===== src/sms_pkg.sv =====
// shared constants and types for the sliding median spike detector
// no dependencies; imported by every module of the block
package sms_pkg;

	localparam int MAX_WINDOW  = 256;
	localparam int SAMPLE_BITS = 16;
	localparam int COUNT_BITS  = 16;
	localparam int LEN_BITS    = $clog2(MAX_WINDOW + 1);
	localparam int IDX_BITS    = $clog2(MAX_WINDOW);
	localparam int REF_BITS    = SAMPLE_BITS + 1;

	localparam logic [COUNT_BITS-1:0] COUNT_MAX = '1;

	typedef logic [SAMPLE_BITS-1:0] sample_t;
	typedef logic [LEN_BITS-1:0]    len_t;
	typedef logic [IDX_BITS-1:0]    idx_t;
	typedef logic [COUNT_BITS-1:0]  count_t;

	// broadcast to every cell of the sorted chain
	typedef struct packed {
		logic    ins;      // window filling: insert only
		sample_t x;        // new sample
		sample_t o;        // oldest sample leaving the window
	} cell_ctl_t;

endpackage


===== src/sms_cell.sv =====
// one slot of the sorted chain: holds a sample, on update takes a neighbor's value or x
// depends on sms_pkg
module sms_cell (
	input  logic              clk,
	input  sms_pkg::cell_ctl_t ctl,
	input  logic              we,
	input  logic              nxt_ok,
	input  logic              left_ok,
	input  sms_pkg::sample_t  left_v,
	input  sms_pkg::sample_t  right_v,
	output sms_pkg::sample_t  val
);
	import sms_pkg::*;

	sample_t val_q;
	sample_t val_nxt;

	always_comb begin
		val_nxt = val_q;
		if (ctl.ins) begin
			// keep if occupied and not above x, else shift right or take x
			if (nxt_ok && val_q <= ctl.x) begin
				val_nxt = val_q;
			end else if (left_ok && left_v > ctl.x) begin
				val_nxt = left_v;
			end else begin
				val_nxt = ctl.x;
			end
		end else if (ctl.x >= ctl.o) begin
			// span from the removed slot up to x moves left
			if (val_q >= ctl.o) begin
				if (nxt_ok && right_v < ctl.x) begin
					val_nxt = right_v;
				end else if (val_q <= ctl.x) begin
					val_nxt = ctl.x;
				end
			end
		end else begin
			// span from x up to the removed slot moves right
			if (val_q <= ctl.o) begin
				if (left_ok && left_v > ctl.x) begin
					val_nxt = left_v;
				end else if (val_q >= ctl.x) begin
					val_nxt = ctl.x;
				end
			end
		end
	end

	always_ff @(posedge clk) begin
		if (we) begin
			val_q <= val_nxt;
		end
	end

	assign val = val_q;

endmodule


===== config.mk =====
export PLATFORM = sky130hd
export DESIGN_NAME = sms_cell
export DESIGN_NICKNAME = d
export VERILOG_FILES = /design/src/sms_pkg.sv /design/src/sms_cell.sv
export SDC_FILE = /design/constraint.sdc
export NUM_CORES = 1
export LEC_CHECK = 0
export BUFFER_PORTS_ARGS = -buffer_cell sky130_fd_sc_hd__buf_2
export CAP_MARGIN = 25
export CORE_ASPECT_RATIO = 1.2
export CORE_MARGIN = 4
export CORE_UTILIZATION = 48
export CTS_CLUSTER_DIAMETER = 120
export DETAILED_ROUTE_END_ITERATION = 8
export MAX_ROUTING_LAYER = met4
export PLACE_DENSITY = 0.91
export REMOVE_ABC_BUFFERS = 1
export SLEW_MARGIN = 20
export SYNTH_ARGS = -nofsm -noshare
export SYNTH_HDL_FRONTEND = slang
export SYNTH_SLANG_ARGS = --single-unit

===== constraint.sdc =====
create_clock -name clk -period 3.7 [get_ports clk]
set_input_delay 0.555 -clock clk [delete_from_list [all_inputs] [get_ports clk]]
set_output_delay 0.555 -clock clk [all_outputs]
set_load 0.02 [all_outputs]

After elaboration in Yosys (flattened, before gate mapping)
Index checks and enable logic that the tools add are counted.
Widths: inputs -> output; s select.
{ "totals": {"reg_bits": 16, "input_bits": 69, "output_inout_bits": 16} }
{ "classes": {"n_lt_le_gt_ge": 7, "eq_ne": 3, "n_mux": 10, "n_reduce_logical": 6} }
{ "ops": {"columns": ["op", "n"], "rows": [
  ["$mux 16", 10],
  ["$ge 16x16->1", 3],
  ["$le 16x16->1", 2],
  ["$gt 16x16->1", 1],
  ["$lt 16x16->1", 1],
  ["$reduce_and 6->1", 1],
  ["$ne 4x2->1 const B", 1],
  ["$reduce_bool 4->1", 1],
  ["$logic_and 1x1->1", 3],
  ["$ne 3x2->1 const B", 1],
  ["$reduce_bool 3->1", 1],
  ["$ne 2x2->1 const B", 1]
]} }

Longest topological paths before layout
Gate-level depths: netlist of run 1.
{ "logic_depth": {"word_depth": 6, "mapped_depth": 10, "mapped_depth_nobuf": 9} }

Least setup slack after synthesis of run 1
No wires, ideal clock.
{ "synth_timing": {"path_kind": "input to register", "startpoint": "in ctl[14] in the netlist's numbering", "endpoint": "reg val_q[0], in the netlist val[0], enable pin", "t_arrival_ns": 3.313, "required_ns": 3.286, "slack_ns": -0.027, "cell_stages": 9, "n_path_buf": 0, "cell_sequence": "inv_1 > ha_1 > a21oi_1 > nand2_1 > a221oi_1 > or3b_2 > a32oi_1 > nor3_1 > a211oi_1"} }
{ "synth_via": {"elab_chain_cells": 3} }
{ "synth_lines": {"columns": ["item", "line_no", "rtl"], "rows": [
  ["from (decl)", "sms_cell.sv:5", "input sms_pkg::cell_ctl_t ctl,"],
  ["$ge 16x16->1 (tied with other cells)", "sms_cell.sv:29", "end else if (ctl.x >= ctl.o) begin"],
  ["$ne 4x2->1 (no source line) (tied with other cells)", null, null],
  ["$reduce_and 6->1 (no source line) *", null, null],
  ["to (signal assigned)", "sms_cell.sv:52", "val_q <= val_nxt;"],
  ["to (decl)", "sms_cell.sv:15", "sample_t val_q;"]
]} }
Mark *: on every way between the ends. The rest lies on a longest branch, timed or not.
A chain may end at the register's enable or synchronous reset.

Worst setup path in the final report of run 1
{ "layout_timing": {"startpoint": "in ctl[19] in the netlist's numbering", "endpoint": "reg val_q[11], in the netlist val[11], enable pin"} }
{ "layout_via": {"elab_chain_cells": 4} }
{ "layout_lines": {"columns": ["item", "line_no", "rtl"], "rows": [
  ["$lt 16x16->1 (tied with other cells)", "sms_cell.sv:32", "if (nxt_ok && right_v < ctl.x) begin"],
  ["$logic_and 1x1->1, on equally long branches", "sms_cell.sv:32, sms_cell.sv:22, sms_cell.sv:41", null],
  ["$ne 4x2->1 (no source line) (tied with other cells)", null, null],
  ["$reduce_and 6->1 (no source line) *", null, null]
]} }
Marks and branches as above.

==> flow_summary.ini, run 1 <==
[sta]
fin_setup_tns_ns = 0
fmax_mhz = 339.6
rsz0062_at_grt = no
finalSetupViolations = 0
hold_viol = 0
period_needed_ns = 2.945
slew_headroom = 0.6405
fin_crit_sh = 0.7959
finalMaxSlewViolations = 0
tightestPinTransition_ns = 0.5318
finClkSkew_ns = 0.003788

[final_layout]
fin_cells = 446
seq_area_um2 = 480.5
nNetsFinal = 533
multi_input_area_um2 = 2013
layout-drive-gt1-share = 0.2708
largest_reg_flops = 16
nFillCells = 461
syn_to_final_growth_pct = 21.10
n_antenna_cell = 0
final_cell_area_um2 = 3232

[cts]
clockRootBuffer = clkbuf_8
cts_buffer_depth = 2
htreeDepth = 1
postCtsSetupBuffers = 0
ctsResizeCount = 0
hold_buffers = 0
cts.sink_count = 16
clk_latency_ns = 0.26
cts_tree = yes
cts_buffers = 3
path_clk_slew_ns = 0.07

[route]
drc_errors = 0
dr.pass1.iters = 5
ant_nets = 0
dr_total_vias = 2770
dr.first_iter.drc_count = 162
wire_per_inst_um = 17.74
drt-total-wl_um = 7914
routed_via_density = 6.211

[grt]
first_global_vias = 2677
antenna_found_initial = 0
grt_use_total = 0.2227
grt_pass1_wl_um = 11960
overflow = 0
grt_max_degree = 17

[power_and_ir_drop]
leakage_uw = 0.001664
p_per_area_nw_per_um2 = 250.3
ir_drop_v = 0.0001161
finalPower_uw = 808.8

[critical_path]
setup.worst_path.class = input port to register
arrival_ns = 2.96
crit_buf_inv = 3
cpLargestDelayFamily = compound AO/OA/AOI/OAI gates
cp-start-kind = input port
critPathMaxFanout = 8
worstPathRequired_ns = 3.72
cp_cell_sequence = buf_2 -> inv_1 -> ha_1 -> and3_2 -> a221o_1 -> a221o_1 -> o311ai_4 -> a32oi_1 -> nor3_1 -> a211oi_2 -> buf_4
cpMostUsedCell = a221o_1
slowest_stage = a221o_1
crit_path_max_incr_delay_ns = 0.39
worstSetupEndpointType = register

[floorplan]
die-area_um2 = 6822
top_level_ports = 85
fp.coreArea_um2 = 5334
dieWidth_um = 76.07
rows = 29
initial_core_util = 0.5004
die_y_um = 89.68

[place]
dp_cells = 442
dp_hpwl_um = 6832
gp_congestion = 0.9277
placed_area_um2 = 3187
io_buffers = 84

[min_path]
hp-class = input port to register

[synthesis]
ys_top_cells_by_area = ha_1 (37%), edfxtp_1 (18%), a221o_1 (6.8%)
syn-mean-instance-area_um2 = 9.047
synth_seq_cells = 16
synth_top_area_cell = ha_1
ys_types = 38
ys_seq_area_frac = 0.1800
yosys_warnings = 0
synth_top_area_frac = 0.3704
syn_inst = 295
synth_area_um2 = 2669

[flow_run]
drv_cap = 0

[run_status]
outcome = finished clean
[metrics by stage]
stage,utilization,hold slack (ns),worst slack [ns]
2_1_floorplan,-,0.7694,-0.02733
3_3_place_gp,0.5975,0.8775,0.6333
3_5_place_dp,0.5975,0.8819,0.5602
4_1_cts,0.6059,0.6169,0.8044
5_1_grt,0.6059,0.6298,0.6825
6_report,0.6059,0.6210,0.7550
[path summary, 6_finish.rpt]
check	to	start	cells past startpoint	slack, ns
setup reg to reg	val[11]$_DFFE_PP_	val[15]$_DFFE_PP_	9	0.79
setup / recovery	val[11]$_DFFE_PP_	ctl[19]	11	0.76
hold reg to reg	val[15]$_DFFE_PP_	val[2]$_DFFE_PP_	6	1.43
hold / removal	val[15]$_DFFE_PP_	left_v[15]	2	0.62
[Yosys cell counts (all sizes together)]
master	n
a32oi	1
ha	79
a22o	1
a221o	18
o21ai	7
nor4b	2
edfxtp	16
a211o	2
o32ai	1
nor2b	3
nor4	3
a221oi	1
buf	4
nor2	8
nand2	13
nand4	16
nand3	9
clkbuf	2
a21o	7
nand2b	2
inv	38
a2111oi	2
o21a	1
o311ai	1
and2	1
o31ai	1
a31oi	1
nor3	18
or3b	1
o211ai	2
and3	1
a21oi	29
o2111ai	1
a211oi	3
[routing by layer]
metal  share of wire  GRT usage  vias up
li1                -          -     1336
met1            0.37     0.2270     1281
met2            0.53     0.4299      130
met3           0.067    0.03293       23
met4           0.030    0.09062        0
met5               0          -        -
[worst register-to-register path: stages, from the launching register on]
cell,delay (ns)
edfxtp_1,0.46
ha_1,0.34
nand4_1,0.22
nor2_1,0.08
a221oi_1,0.28
or3b_2,0.49
a32oi_1,0.21
nor3_1,0.09
a211oi_2,0.24
buf_4,0.22
[power by group]
part | internal [uW] | switching [uW] | total [uW]
combinational | 180 | 238 | 418
sequential | 231 | 18.9 | 250
clock | 73.9 | 67.0 | 141
[cells by family (layout without fill, tap and decap cells)]
group	after synthesis	after routing	synth area share
AO/OA/AOI/OAI	79	79	0.2175
adder cells (fa/ha/maj)	79	79	0.3704
buffers and inverters	44	133	0.07079
flip-flops	16	16	0.1800
AND/OR/NAND/NOR	77	77	0.1613
[cell type report]
type	count	share of cell area
Sequential cell	16	0.1487
Timing Repair Buffer	91	0.1463
Clock buffer	3	0.01278
Tap cell	62	0.02400
Multi-Input combinational cell	235	0.6229
Clock inverter	1	0.001161
Inverter	38	0.04413
[cells in the final DEF (no fill, tap or decap), types with 2 or more instances in the layout]
cell type	n
buf_2	84
ha_1	79
inv_1	38
a21oi_1	28
a221o_1	18
nand4_1	16
edfxtp_1	16
nor3_1	14
nand2_1	13
nand3_1	9
nor2_1	8
o21ai_0	7
a21o_1	7
buf_4	7
nor3_2	4
nor2b_1	3
nor4_1	3
clkbuf_8	3
a211oi_1	2
nand2b_1	2
a211o_1	2
o211ai_1	2
a2111oi_0	2
Note: power is estimated with default switching activity, not from simulation.
==> run 2, diff against run 1 <==
--- a/config.mk
+++ b/config.mk
@@ -9,11 +9,11 @@
 export CAP_MARGIN = 25
 export CORE_ASPECT_RATIO = 1.2
 export CORE_MARGIN = 4
-export CORE_UTILIZATION = 48
+export CORE_UTILIZATION = 53
 export CTS_CLUSTER_DIAMETER = 120
 export DETAILED_ROUTE_END_ITERATION = 8
 export MAX_ROUTING_LAYER = met4
-export PLACE_DENSITY = 0.91
+export PLACE_DENSITY = 0.95
 export REMOVE_ABC_BUFFERS = 1
 export SLEW_MARGIN = 20
 export SYNTH_ARGS = -nofsm -noshare
==> constraint.sdc (replaced) <==
create_clock -name clk -period 2.8 [get_ports clk]
set_input_delay 0.42 -clock clk [delete_from_list [all_inputs] [get_ports clk]]
set_output_delay 0.42 -clock clk [all_outputs]
set_load 0.02 [all_outputs]
==> flow_summary.ini, run 2 (synthesis gave the netlist of run 1 again) <==
[final_layout]
post-route-util = 0.7069
final_cell_mix = buf_2 (84), ha_1 (79), inv_1 (38)
nNetsFinal = 556
n_antenna_cell = 0
largest_reg_flops = 16
final_cell_area_um2 = 3467
fin_cells = 467
layout-drive-gt1-share = 0.3268
mostFrequentLayoutCell = buf_2
syn_to_final_growth_pct = 29.91

[critical_path]
slowest_stage = o31ai_1
crit_path_max_incr_delay_ns = 0.48
timing.rr.start = val[1]$_DFFE_PP_
critPathMaxFanout = 8
worstPathRequired_ns = 2.80
cp-start-kind = input port
cp_cell_sequence = buf_2 -> buf_4 -> ha_1 -> a211o_1 -> a31oi_1 -> o31ai_1 -> a211o_1 -> nor4b_4 -> buf_4 -> nor3_1 -> a221o_1
worstSetupEndpointType = register
setup.worst_path.class = input port to register
arrival_ns = 2.86
crit_start = ctl[18]

[grt]
grt_max_degree = 17
first_global_vias = 3062
grt_use_total = 0.2783
grt_pass1_wl_um = 13360
antenna_found_initial = 0
overflow = 0

[place]
io_buffers = 84
dp_cells = 462
gp_congestion = 0.9802
placed_area_um2 = 3349
dp_worst_setup_slack_ns = -0.2499
dp_hpwl_um = 7197

[cts]
cts_buffers = 3
htreeDepth = 1
path_clk_slew_ns = 0.07
cts_tree = yes
clk_latency_ns = 0.26
cts.sink_count = 16
clockRootBuffer = clkbuf_8
cts_buffer_depth = 2

[run_status]
outcome = finished with violations
violations = setup timing

[route]
drc_errors = 0
wire_per_inst_um = 18.99
drt-total-wl_um = 8869
dr.first_iter.drc_count = 243
dr_total_vias = 3014
dr.pass1.iters = 5
ant_nets = 0
routed_via_density = 6.454

[power_and_ir_drop]
p_per_area_nw_per_um2 = 329.7
finalPower_uw = 1143
leakage_uw = 0.001791
ir_drop_v = 0.0001549

[sta]
tightestPinTransition_ns = 0.4939
slew_headroom = 0.6679
hold_viol = 0
finClkSkew_ns = 0.001763
finalMaxSlewViolations = 0
rsz0062_at_grt = yes
fmax_mhz = 349.5
setup_ws_ns = -0.06105
fin_crit_sh = 1.022
period_needed_ns = 2.861
finalSetupViolations = 12

[flow_run]
drv_cap = 0

[floorplan]
top_level_ports = 85
die_y_um = 85.74
initial_core_util = 0.5441
fp.coreArea_um2 = 4905
dieWidth_um = 72.78
die-area_um2 = 6240
rows = 28

[min_path]
hp-class = input port to register
min_from = left_v[5]
==> run 2: cell types whose count changed in the layout (fill, tap and decap cells not counted), sizes merged <==
cell,delta
buf,+23
==> run 2: final cells by class <==
class                      instances  area [um^2]
clock buffer                       3        41.29
clock inverter                     1        3.754
fill                             354         1438
inverter                          38        142.6
multi-input combinational        235         2074
sequential                        16        480.5
tap                               60        75.07
timing repair buffer             114        649.4
==> run 2: report_power, final <==
part / switching, uW / internal (uW)
clock: 90.6 / 97.6
sequential: 22.2 / 305
combinational: 351 / 276
total: 464 / 679
==> run 2: worst paths after layout <==
path	to	slack, ns	cells past startpoint
max	val[2]$_DFFE_PP_	-0.06	11
min	val[5]$_DFFE_PP_	0.48	2
max reg2reg	val[13]$_DFFE_PP_	0.02	8
min reg2reg	val[4]$_DFFE_PP_	1.38	6
==> run 2: worst max-delay path: cells and delay by family <==
family | cells | cell delay, ns
buf+inv | 3 | 0.48
compound gates | 5 | 1.25
fa+ha+maj | 1 | 0.28
simple gates | 2 | 0.44
==> run 2: what timing repair did <==
item                                    CTS  global route
gates resized for setup                   1            12
hold buffers                              0             0
hold endpoints to repair                  0             0
endpoints found under the setup margin   16            31
setup buffers                             0             1
pin swaps                                 0             5
gates cloned                              0             0
==> run 2: per-layer routing <==
metal,global-route usage,routed length (um),vias to the layer above
li1,-,-,1384
met3,0.03986,624,62
met1,0.2835,3277,1379
met4,0.1628,589,0
met5,-,0,-
met2,0.4959,4377,189
==> run 2: per-stage QoR <==
stage                     TNS, ns  hold slack, ns
after floorplan            -25.42          0.6344
after global placement     -3.880          0.7390
after detailed placement   -7.318          0.7436
after CTS                       0          0.4822
after global routing      -0.5873          0.4840
final                     -0.2953          0.4760
